===== config.mk =====
export PLATFORM = sky130hd
export DESIGN_NAME = lag8_mwc16_prng_flat
export DESIGN_NICKNAME = d
export VERILOG_FILES = /design/src/hdl/l8mwc_pkg.sv /design/src/hdl/l8mwc_req_if.sv /design/src/hdl/l8mwc_rsp_if.sv /design/src/hdl/l8mwc_dp.sv /design/src/hdl/l8mwc_ctrl.sv /design/src/hdl/lag8_mwc16_prng.sv /design/src/flat_wrapper.sv
export SDC_FILE = /design/constraint.sdc
export NUM_CORES = 1
export LEC_CHECK = 0
export BUFFER_PORTS_ARGS = -buffer_cell sky130_fd_sc_hd__buf_2
export CORE_ASPECT_RATIO = 0.9
export CORE_MARGIN = 5
export CORE_UTILIZATION = 45
export DETAILED_ROUTE_END_ITERATION = 8
export PLACE_DENSITY = 0.68
export SYNTH_ARGS = -nofsm -noshare
export SYNTH_HDL_FRONTEND = slang
export SYNTH_HIERARCHICAL = 1
export SYNTH_SLANG_ARGS = --single-unit

===== constraint.sdc =====
create_clock -name clk -period 10.1 [get_ports clk]
set_clock_uncertainty 0.1 [all_clocks]
set_input_delay 0.505 -clock clk [delete_from_list [all_inputs] [get_ports clk]]
set_output_delay 0.505 -clock clk [all_outputs]
set_load 0.02 [all_outputs]

===== src/hdl/l8mwc_pkg.sv =====
// Shared constants and types for the lag-8 multiply-with-carry generator.
package l8mwc_pkg;

	localparam int WORD_W  = 16;
	localparam int SEED_W  = 64;
	localparam int VALUE_W = 32;
	localparam int LAG_N   = 8;
	localparam int POS_W   = 3;
	localparam int SCR_ROT = 7;

	localparam logic [WORD_W-1:0] MWC_MULT = 16'd59814;
	localparam logic [WORD_W-1:0] SCR_MULT = 16'd62517;
	localparam logic [WORD_W-1:0] CARRY_RST = 16'd1;

	localparam logic KIND_SEED = 1'b0;
	localparam logic KIND_DRAW = 1'b1;

	typedef struct packed {
		logic reseed;    // load lag words from the seed
		logic step;      // run one MWC sub-step
		logic hi_cap;    // capture scrambled upper half
		logic load_out;  // load the output register
	} l8mwc_cmd_t;

endpackage


===== src/hdl/l8mwc_req_if.sv =====
// Input channel: valid/ready handshake carrying kind and seed.
interface l8mwc_req_if;
	import l8mwc_pkg::*;

	logic              valid;
	logic              ready;
	logic              kind;
	logic [SEED_W-1:0] seed;

	modport source(output valid, output kind, output seed, input ready);
	modport sink(input valid, input kind, input seed, output ready);
endinterface


===== src/hdl/l8mwc_rsp_if.sv =====
// Output channel: valid/ready handshake carrying the 32-bit value.
interface l8mwc_rsp_if;
	import l8mwc_pkg::*;

	logic               valid;
	logic               ready;
	logic [VALUE_W-1:0] value;

	modport source(output valid, output value, input ready);
	modport sink(input valid, input value, output ready);
endinterface


===== src/hdl/l8mwc_dp.sv =====
// Datapath: lag words, carry, position, MWC multiplier and output scrambler.
module l8mwc_dp (
	input  logic                          clk,
	input  logic                          arst_n,
	input  l8mwc_pkg::l8mwc_cmd_t         cmd,
	input  logic [l8mwc_pkg::SEED_W-1:0]  seed,
	output logic [l8mwc_pkg::VALUE_W-1:0] value
);
	import l8mwc_pkg::*;

	logic [WORD_W-1:0]   words_q [LAG_N];
	logic [WORD_W-1:0]   carry_q;
	logic [POS_W-1:0]    pos_q;
	logic [WORD_W-1:0]   prev_q;    // always equals words_q[pos_q]

	logic [WORD_W-1:0]   nw_s1;
	logic [WORD_W-1:0]   rot_s1;
	logic [WORD_W-1:0]   hi_q;
	logic [VALUE_W-1:0]  value_q;

	logic [POS_W-1:0]    npos;
	logic [2*WORD_W-1:0] prod;
	logic [2*WORD_W-1:0] scr_prod;
	logic [WORD_W-1:0]   scr;

	assign npos = pos_q + POS_W'(1);
	assign prod = 32'(MWC_MULT) * 32'(words_q[npos]) + 32'(carry_q);

	// Scrambler works on the registered sub-step result
	assign scr_prod = 32'(SCR_MULT) * 32'(nw_s1);
	assign scr      = scr_prod[WORD_W-1:0] ^ rot_s1;

	always_ff @(posedge clk or negedge arst_n) begin
		if (!arst_n) begin
			for (int i = 0; i < LAG_N; i++) begin
				words_q[i] <= WORD_W'(i);
			end
			carry_q <= CARRY_RST;
			pos_q   <= '0;
			prev_q  <= '0;
		end else if (cmd.reseed) begin
			for (int i = 0; i < LAG_N; i++) begin
				words_q[i] <= seed[WORD_W*(i % 4) +: WORD_W] + WORD_W'(i);
			end
			carry_q <= CARRY_RST;
			pos_q   <= '0;
			prev_q  <= seed[WORD_W-1:0];
		end else if (cmd.step) begin
			words_q[npos] <= prod[WORD_W-1:0];
			carry_q       <= prod[2*WORD_W-1:WORD_W];
			pos_q         <= npos;
			prev_q        <= prod[WORD_W-1:0];
		end
	end

	always_ff @(posedge clk) begin
		if (cmd.step) begin
			nw_s1  <= prod[WORD_W-1:0];
			rot_s1 <= {prev_q[WORD_W-1-SCR_ROT:0], prev_q[WORD_W-1:WORD_W-SCR_ROT]};
		end
		if (cmd.hi_cap) begin
			hi_q <= scr;
		end
		if (cmd.load_out) begin
			value_q <= {hi_q, scr};
		end
	end

	assign value = value_q;

endmodule


===== src/hdl/l8mwc_ctrl.sv =====
// Controller: sequences the two sub-steps of a draw and owns the output valid.
module l8mwc_ctrl (
	input  logic                  clk,
	input  logic                  arst_n,
	input  logic                  in_valid,
	input  logic                  in_kind,
	output logic                  in_ready,
	input  logic                  out_ready,
	output logic                  out_valid,
	output l8mwc_pkg::l8mwc_cmd_t cmd
);
	import l8mwc_pkg::*;

	localparam logic [1:0] ST_IDLE = 2'd0;
	localparam logic [1:0] ST_SUB1 = 2'd1;
	localparam logic [1:0] ST_SUB2 = 2'd2;
	localparam logic [1:0] ST_FIN  = 2'd3;

	logic [1:0] state_q;
	logic [1:0] state_d;
	logic       out_valid_q;
	logic       in_acc;
	logic       slot_free;

	assign in_ready  = (state_q == ST_IDLE);
	assign in_acc    = in_valid && in_ready;
	assign slot_free = !out_valid_q || out_ready;

	always_comb begin
		state_d  = state_q;
		cmd      = '0;
		case (state_q)
			ST_IDLE: begin
				if (in_acc && in_kind == KIND_SEED) begin
					cmd.reseed = 1'b1;
				end else if (in_acc && in_kind == KIND_DRAW) begin
					state_d = ST_SUB1;
				end
			end
			ST_SUB1: begin
				cmd.step = 1'b1;
				state_d  = ST_SUB2;
			end
			ST_SUB2: begin
				cmd.step   = 1'b1;
				cmd.hi_cap = 1'b1;
				state_d    = ST_FIN;
			end
			ST_FIN: begin
				if (slot_free) begin
					cmd.load_out = 1'b1;
					state_d      = ST_IDLE;
				end
			end
			default: begin
				state_d = ST_IDLE;
			end
		endcase
	end

	always_ff @(posedge clk or negedge arst_n) begin
		if (!arst_n) begin
			state_q     <= ST_IDLE;
			out_valid_q <= 1'b0;
		end else begin
			state_q <= state_d;
			if (cmd.load_out) begin
				out_valid_q <= 1'b1;
			end else if (out_ready) begin
				out_valid_q <= 1'b0;
			end
		end
	end

	assign out_valid = out_valid_q;

`ifndef SYNTHESIS
	a_draw_starts: assert property (@(posedge clk) disable iff (!arst_n)
		in_acc && in_kind == KIND_DRAW |=> state_q == ST_SUB1)
		else $error("draw beat did not start sub-step one");

	a_sub_order: assert property (@(posedge clk) disable iff (!arst_n)
		state_q == ST_SUB1 |=> state_q == ST_SUB2 && $past(cmd.step))
		else $error("sub-step two did not follow sub-step one");

	a_no_overwrite: assert property (@(posedge clk) disable iff (!arst_n)
		cmd.load_out |-> !out_valid_q || out_ready)
		else $error("output overwritten while still pending");

	a_valid_source: assert property (@(posedge clk) disable iff (!arst_n)
		$rose(out_valid_q) |-> $past(state_q == ST_FIN))
		else $error("output valid raised outside finish state");
`endif

endmodule


===== src/hdl/lag8_mwc16_prng.sv =====
// Top level of the lag-8 multiply-with-carry 16-bit random generator.
// Lag-8 multiply-with-carry generator over 16-bit words with a scrambled output.
// A beat on req with kind = 0 reseeds: carry = 1, position = 0, and lag word i
// = seed slice (i mod 4) + i; it produces no rsp beat. A beat with kind = 1 draws
// one 32-bit value: two dependent MWC sub-steps run on one 16x16 multiplier (one
// sub-step per cycle), each followed by a 16-bit scramble multiply of the
// registered sub-step result. A draw passes the sub-step 1, sub-step 2 and finish
// states before loading the output register, and waits in finish while a previous
// value is still waiting on rsp. The first sub-step's 16 bits form the upper half
// of value. req is taken whenever the sequencer is idle, even while a finished
// value waits on rsp. Reset restores word i = i, carry = 1, position = 0.
module lag8_mwc16_prng (
	input  logic         clk,
	input  logic         arst_n,
	l8mwc_req_if.sink    req,
	l8mwc_rsp_if.source  rsp
);
	import l8mwc_pkg::*;

	l8mwc_cmd_t cmd;

	// Sequencer: idle / sub-step 1 / sub-step 2 / finish
	l8mwc_ctrl u_ctrl (
		.clk       (clk),
		.arst_n    (arst_n),
		.in_valid  (req.valid),
		.in_kind   (req.kind),
		.in_ready  (req.ready),
		.out_ready (rsp.ready),
		.out_valid (rsp.valid),
		.cmd       (cmd)
	);

	// Lag state, MWC multiplier and scrambler
	l8mwc_dp u_dp (
		.clk    (clk),
		.arst_n (arst_n),
		.cmd    (cmd),
		.seed   (req.seed),
		.value  (rsp.value)
	);

endmodule

===== src/flat_wrapper.sv =====
// flat-port wrapper written by rule: the top's interface ports become plain ports
module lag8_mwc16_prng_flat import l8mwc_pkg::*;
  (clk, arst_n, req_valid, req_kind, req_seed, req_ready, rsp_valid, rsp_value, rsp_ready);
  l8mwc_req_if req_i ();
  l8mwc_rsp_if rsp_i ();
  input  logic clk;
  input  logic arst_n;
  input wire logic [$bits(req_i.valid)-1:0] req_valid;
  input wire logic [$bits(req_i.kind)-1:0] req_kind;
  input wire logic [$bits(req_i.seed)-1:0] req_seed;
  output wire logic [$bits(req_i.ready)-1:0] req_ready;
  output wire logic [$bits(rsp_i.valid)-1:0] rsp_valid;
  output wire logic [$bits(rsp_i.value)-1:0] rsp_value;
  input wire logic [$bits(rsp_i.ready)-1:0] rsp_ready;
  assign req_i.valid = req_valid;
  assign req_i.kind = req_kind;
  assign req_i.seed = req_seed;
  assign req_ready = req_i.ready;
  assign rsp_valid = rsp_i.valid;
  assign rsp_value = rsp_i.value;
  assign rsp_i.ready = rsp_ready;
  lag8_mwc16_prng u_core (.clk(clk), .arst_n(arst_n), .req(req_i), .rsp(rsp_i));
endmodule

======== Word-level counts from Yosys, hierarchy flattened ========
Index checks and enable logic that the tools add are counted.
word-level totals
  flip-flop bits (word level) ............. 246
  word-level logic and storage cells ...... 76
  bits of input ports ..................... 69
  output and inout bits ................... 34
cells by class
  equality and inequality tests ........... 6
  reduce and logical (&&, ||, !) cells .... 11
  order comparisons ....................... 2
  add/sub/neg operators ................... 9
  muxes and demuxes ....................... 26
  multipliers ............................. 2
  bitwise operators ....................... 3
operators with widths
  cell                      number
  $mux W128                 2
  $bwmux W128               1
  $mux W16                  7
  $add A16 B3 Y16 const B   4
  $bmux W16 S3              1
  $demux W16 S3             1
  $add A16 B2 Y16 const B   2
  $add A32 B16 Y32          1
  $mul A15 B16 Y31 const A  1
  $add A16 B1 Y16 const B   1
  $mul A13 B16 Y16 const A  1
  $xor A16 B16 Y16          1
  $mux W1                   8
  $pmux W2 S4               1
  $mux W2                   3
  $mux W3                   2
  $eq A2 B2 Y1 const B      2
  $ge A4 B4 Y1 const B      1
  $logic_and A1 B1 Y1       4
  $lt A4 B1 Y1 const B      1
  $ne A2 B2 Y1 const B      2
  $not A3 Y4                1
  $reduce_bool A2 Y1        2
  $add A3 B1 Y3 const B     1
  8 further kinds           8

======== Logic depth before layout (Yosys ltp) ========
Gate-level depths: netlist (run 1).
  word-level depth ........................ 10
  mapped depth ............................ 33
  depth with buffers taken out ............ 31

======== Hierarchy ========
The synthesis (run 1) kept the hierarchy.
modules (own cells, without submodules)
  module      instances  area an instance (µm²)  cells each  seq. area each (µm²)
  l8mwc_dp    1          20041.7                 2062        6497.5
  l8mwc_ctrl  1          201.4                   19          75.1

======== Worst setup path after synthesis (run 1) ========
OpenSTA, ideal clock, no wires.
  kind .................................... reg2reg
  start point ............................. reg u_core.u_dp.pos_q[0]
  end point ............................... reg u_core.u_dp.carry_q[14]
  slack ................................... 1780 ps
  setup time .............................. 96 ps
  stages on the path, launching flop included .. 31
  required time ........................... 9904 ps
  arrival ................................. 8125 ps
  buffers on the path ..................... 2
  clock period less this slack ............ 8320 ps
  path through ............................ dfrtp_1 > ha_1 > xnor2_1 > nor2_1 > clkbuf_1 > a22o_1 > nor4_1 > inv_1 > ha_1 > ha_1 > inv_1 > fa_1 > inv_1 > fa_1 > fa_1 > inv_1 > fa_1 > inv_1 > ha_1 > buf_2 > nand2_1 > a211oi_1 > a21oi_1 > xnor2_1 > ha_1 > and3_1 > a31oi_1 > nor4_2 > nand3_1 > o211a_1 > nor4_2
between the ends
  longest elaborated chain between the ends .. 9
ends and longest elaborated chain
  item                                         RTL line        source
  from (decl)                                  l8mwc_dp.sv:13  logic [POS_W-1:0] pos_q;
  from (signal assigned)                       l8mwc_dp.sv:51  pos_q <= npos;
  $add A3 B1 Y3                                l8mwc_dp.sv:26  assign npos = pos_q + POS_W'(1);
  $not A3 Y4 (not written as such)             l8mwc_dp.sv:27  assign prod = 32'(MWC_MULT) * 32'(words_q[npos]) + 32'(carry_q);
  $bmux W16 S3                                 l8mwc_dp.sv:27
  $mux W16 (not written as such) (2 in a row)  l8mwc_dp.sv:27
  $mul A15 B16 Y31                             l8mwc_dp.sv:27
  $add A32 B16 Y32                             l8mwc_dp.sv:27
  $mux W16                                     l8mwc_dp.sv:48  end else if (cmd.step) begin
  $mux W16                                     l8mwc_dp.sv:41  end else if (cmd.reseed) begin
  to (signal assigned)                         l8mwc_dp.sv:50  carry_q <= prod[2*WORD_W-1:WORD_W];
  to (decl)                                    l8mwc_dp.sv:12  logic [WORD_W-1:0] carry_q;
Every way passes these cells. The select of a mux whose other input is x is not followed.
A chain may end at the register's enable or synchronous reset.

======== Final worst setup path (run 1) ========
Same ends and word-level chain as after synthesis.

==> results of run 1 <==
-- sequential cells by signal (all words and copies together), names as in the netlist --
name                     cells
u_core/u_dp/rot_s1          16
u_core/u_dp/nw_s1           16
u_core/u_dp/words_q        128
u_core/u_dp/hi_q            16
u_core/u_ctrl/out_valid      1
u_core/u_dp/pos_q            3
u_core/u_dp/carry_q         16
u_core/u_dp/value           32
u_core/u_dp/prev_q          16
u_core/u_ctrl/state_q        2
-- final cells by class --
class / instances / share of cell area
sequential: 246 / 0.293
tap: 600 / 0.0335
clock inverter: 14 / 0.00598
inverter: 243 / 0.0407
multi-input combinational: 1499 / 0.555
clock buffer: 36 / 0.0358
timing repair buffer: 138 / 0.0358
-- cells by family (layout without fill, tap and decap cells) --
family / Yosys count / in the layout
and+or+nand+nor: 464 / 464
buffers and inverters: 336 / 431
muxes: 76 / 76
AOI/OAI and AO/OA: 453 / 453
adders and majority gates: 329 / 329
xor gates and xnor gates: 177 / 177
DFF: 246 / 246
-- stage by stage --
step	hold WS [ns]	worst slack, ns
2_1_floorplan	0.109	1.78
3_3_place_gp	0.302	0.984
3_5_place_dp	0.305	0.758
4_1_cts	0.0827	0.741
5_1_grt	0.0951	0.115
6_report	0.0992	0.656
-- critical path: cells and delay by family, from the launching register on --
family | cells | cell delay [ns]
AOI/OAI and AO/OA | 5 | 1.23
xor gates and xnor gates | 2 | 0.52
DFF | 1 | 0.48
buffers and inverters | 6 | 0.85
adders and majority gates | 9 | 3.83
and+or+nand+nor | 7 | 2.35
-- worst paths after layout --
check / start / to / slack, ns / cells after the start
min: req_seed[16] / u_core/u_dp/words_q[96] / 0.1 / 2
min reg2reg: u_core/u_dp/hi_q[4] / u_core/u_dp/value[20] / 0.32 / 0
max: u_core/u_dp/pos_q[0] / u_core/u_dp/carry_q[14] / 0.66 / 29
max reg2reg: u_core/u_dp/pos_q[0] / u_core/u_dp/carry_q[14] / 0.66 / 29
max in group asynchronous: arst_n / u_core/u_dp/carry_q[5] / 7.88 / 3
min in group asynchronous: arst_n / u_core/u_dp/words_q[111] / 0.53 / 2
-- timing repair --
action | CTS | global route
endpoints found under the hold margin | 21 | 0
hold buffers | 1 | 0
setup buffers | 0 | 0
-- per-layer routing --
| metal | vias up | track usage |
|---|---|---|
| met5 | - | 0 |
| met4 | 2 | 0.0498 |
| met3 | 73 | 0.0305 |
| met2 | 555 | 0.338 |
| met1 | 7625 | 0.316 |
| li1 | 7342 | - |
-- layout by cell type, fill, tap and decap left out, types with 65 or more instances in the layout --
master / count
mux2i_1: 70
fa_1: 110
xnor2_1: 113
ha_1: 218
dfrtp_1: 153
a21oi_1: 149
nor2_1: 150
a211oi_1: 65
buf_2: 101
o21ai_0: 83
edfxtp_1: 80
inv_1: 242
nand2_1: 130
==> qor.yml, run 1 <==
outcome: "complete, no violations"
wl_met2_microns: 24100
htree_num_levels: 1
tightest_slew_ns: 1.28
synthSimpleGateAreaFrac: 0.109
place_inst: 2725
synth-xor-area-share: 0.0770
setup_viol: 0
critPathArrivalTime_ns: 9.82
ant_nets: 0
clk_path_buf_depth: 3
track_usage: 0.215
fillers: 4045
first_global_vias: 15600
drv_cap: 0
clkTransAtPathRegs_ns: 0.06
syn-num-nets: 2479
nNetsFinal: 2554
routed-via-count: 15600
core_area_sq_um: 44300
synth_most_common_cell: "inv_1"
synth.area.top_cells: "dfrtp_1 (19%), ha_1 (14%), edfxtp_1 (12%), fa_1 (11%), xnor2_1 (4.9%)"
grt_max_degree: 229
worst_path_largest_cell_delay_ns: 0.72
wl_per_cell_microns: 19.2
yosysUniqueCellTypes: 74
port_buffers: 102
tns_ns: 0
synth_top_family_by_area: "adder cells"
area_growth_pct: 10.7
regArea_sq_um: 6570
layoutNonFillerInstCount: 2776
die-height_microns: 211
synth_edf_count: 80
clkLatencyLatePin_ns: 0.58
drive_gt1_frac: 0.102
start_util: 0.457
viasPerCell: 5.62
multi_input_area_sq_um: 12400
ys_ff_latch: 246
dr.pass1.iters: 6
cts_tree: "built"
dr_wl_met3_microns: 3480
antenna_cells: 0
synth_fa_ha_area_frac: 0.244
ys_warn_count: 6
cts-root-buf: "clkbuf_16"
grt_pass1_wl_microns: 85400
post-route-period-util: 0.935
period_minus_slack_ns: 9.44
crit_type: "flop to flop"
yosysTopAreaCellShare: 0.189
die_w_microns: 234
placementRows: 73
dieArea_sq_um: 49300
drt_iter0_drc: 1399
synth_top_cells_by_count: "inv_1 (242), ha_1 (219), dfrtp_1 (153), nor2_1 (151), a21oi_1 (149)"
highest_layer: "met5"
final_util: 0.506
drc: 0
fmax_mhz: 106
cp-end-kind: "flop"
drt-met1-wl_microns: 24500
hold_viol: 0
relSlewSlack: 0.146
clock_sink_count: 246
io-pin-count: 103
synth_compound_area_frac: 0.145
synth-main-ff-cell: "dfrtp_1"
avgSynthCellArea_sq_um: 9.73
synth_top_cell_by_area: "dfrtp_1"
cts_inserted_buffers: 28
min_path_type: "input pin to flop"
drv_slew: 0
final_area_sq_um: 22400
cp.required_ns: 10.48
rsz0062_at_grt: "no"
synthMuxAreaShare: 0.0381
placed_area_sq_um: 21500
async_flop_share: 0.675
worstSetupStartpointType: "flop"
antenna_found_initial: 1
syn_inst: 2081
dpl.hpwl_microns: 41400
worstPathMaxFanout: 10
wirelength_microns: 53400
ys_seq_area_frac: 0.325
overflow: 0
slowest_stage: "nor4_1"
ctsResizeCount: 0
synthesis.area_sq_um: 20200
routabilityCongestion: 0.929
Power of run 1 is left out: the tool's default activity adds up to more than one toggle a clock period on the data nets, which glitch-free logic cannot reach.
==> run 2: changes to the inputs <==
==> constraint.sdc (replaced) <==
create_clock -name clk -period 10.1 [get_ports clk]
set_clock_uncertainty 0.1 [all_clocks]
set_input_delay 3.03 -clock clk [delete_from_list [all_inputs] [get_ports clk]]
set_output_delay 3.03 -clock clk [all_outputs]
set_load 0.02 [all_outputs]
==> run 2 against run 1 <==
Against the previous run:
- register-to-register slack improved by 0.09 ns
- setup slack improved by 0.086 ns
- cell area rose by 0.10%
- routed wire length barely moved
- critical path depth did not move
- final cell count did not move
- maximum frequency rose by 0.91%
- global-route usage fell by 0.11 points
- non-clock buffer count fell by 2
- clock-buffer cell count rose by 3
- first-iteration DRC count fell by 6.0%
- sequential share of layout area barely moved
- critical path type unchanged
- critical endpoint unchanged
- largest cell class unchanged
==> qor.yml, run 2 (synthesized netlist as in run 1, its figures left out) <==
layoutNonFillerInstCount: 2776
ctsResizeCount: 0
fmax_mhz: 107
regMostFlops: "u_core/u_dp/words_q"
rsz0062_at_grt: "no"
hold_viol: 0
die_w_microns: 234
die-height_microns: 211
cts_inserted_buffers: 28
placementRows: 73
worst_path_largest_cell_delay_ns: 0.69
tns_ns: 0
critPathArrivalTime_ns: 9.74
drive_gt1_frac: 0.0998
min_path_type: "flop to flop"
wl_per_cell_microns: 19.2
first_global_vias: 15500
viasPerCell: 5.62
drt_iter0_drc: 1315
relSlewSlack: 0.147
slowest_stage: "nor4_1"
start_util: 0.457
clock_sink_count: 246
layout_commonest_cell: "inv_1"
hold_depth: 0
worstSetupStartpointType: "flop"
hp-start: "u_core/u_dp/hi_q[8]"
setup_viol: 0
antenna_found_initial: 2
r2r_slack_ns: 0.74
final_area_sq_um: 22400
hold_buffers: 0
drv_slew: 0
area_growth_pct: 10.8
port_buffers: 102
whs_ns: 0.317
r2r-start: "u_core/u_dp/pos_q[0]"
outcome: "complete, no violations"
dr.pass1.iters: 5
tightest_slew_ns: 1.28
io-pin-count: 103
crit_type: "flop to flop"
routed-via-count: 15600
final_cell_mix: "inv_1 (242), ha_1 (218), dfrtp_1 (153), nor2_1 (150), a21oi_1 (149)"
cp.required_ns: 10.48
grt_pass1_wl_microns: 84700
wirelength_microns: 53400
reg2regPathDepth: 29
overflow: 0
post-route-period-util: 0.927
worstPathMaxFanout: 10
holdPathEnd: "u_core/u_dp/value[24]"
track_usage: 0.213
largest_reg_flops: 128
core_area_sq_um: 44300
cts-root-buf: "clkbuf_16"
cp-end-kind: "flop"
htree_num_levels: 1
dpl.hpwl_microns: 41600
cts_setup_buffers: 0
routabilityCongestion: 0.926
placed_area_sq_um: 21400
drc: 0
ant_nets: 0
clkTransAtPathRegs_ns: 0.06
period_minus_slack_ns: 9.36
cts_tree: "built"
place_inst: 2724
dieArea_sq_um: 49300
nNetsFinal: 2552
drv_cap: 0
clkLatencyLatePin_ns: 0.58
clk_path_buf_depth: 3
grt_max_degree: 229
r2r_end: "u_core/u_dp/carry_q[14]"
-- run 2: changes by cell type in the layout (fill, tap and decap cells not counted), sizes merged --
cell and delta:
diode +1, bufinv +2, clkbuf +3, inv -1, clkinvlp -2, buf -1, clkinv -1, dlygate4sd3 -1
-- run 2: final cells by class --
cell class / instances / area (sq um)
multi-input cells: 1499 / 12400
clock buffers: 39 / 795
flip-flops and latches: 246 / 6570
fillers: 4020 / 21900
well taps: 600 / 751
diodes: 1 / 2.50
inverters: 243 / 912
clock inverters: 12 / 179
repair buffers: 136 / 785
-- run 2: per-layer routing --
layer,global-route usage,vias up,share of wire,wire [microns]
li1,-,7354,-,-
met2,0.335,540,0.45,24000
met3,0.0382,88,0.068,3650
met1,0.310,7615,0.45,24200
met4,0.0504,2,0.027,1440
met5,0,-,0.00013,7
-- run 2: through the flow --
step                      setup slack, ns  utilization
final                               0.742        0.506
after global routing                0.227        0.506
after CTS                           0.769        0.506
after detailed placement            0.763        0.484
after global placement              0.979        0.484
after floorplan                      1.78            -
-- run 2: worst max-delay path by stage --
stage,slack (ns),cells after the start,start,end
6_report,0.74,29,u_core/u_dp/pos_q[0],u_core/u_dp/carry_q[14]
5_1_grt,0.23,29,u_core/u_dp/pos_q[0],u_core/u_dp/carry_q[14]
4_1_cts,0.77,29,u_core/u_dp/pos_q[0],u_core/u_dp/carry_q[14]
3_5_place_dp,0.76,29,u_core/u_dp/pos_q[0],u_core/u_dp/carry_q[14]
3_3_place_gp,0.98,30,u_core/u_dp/pos_q[0],u_core/u_dp/carry_q[14]
2_1_floorplan,1.78,30,u_core/u_dp/pos_q[0],u_core/u_dp/carry_q[14]
-- run 2: worst max-delay path: cells and delay by family, from the launching register on --
kind	cells	cell delay (ns)
AOI/OAI and AO/OA	5	1.22
DFF	1	0.47
xor gates and xnor gates	2	0.50
adders and majority gates	9	3.85
and+or+nand+nor	7	2.31
buffers and inverters	6	0.84
Power of run 2 is left out for the same reason.
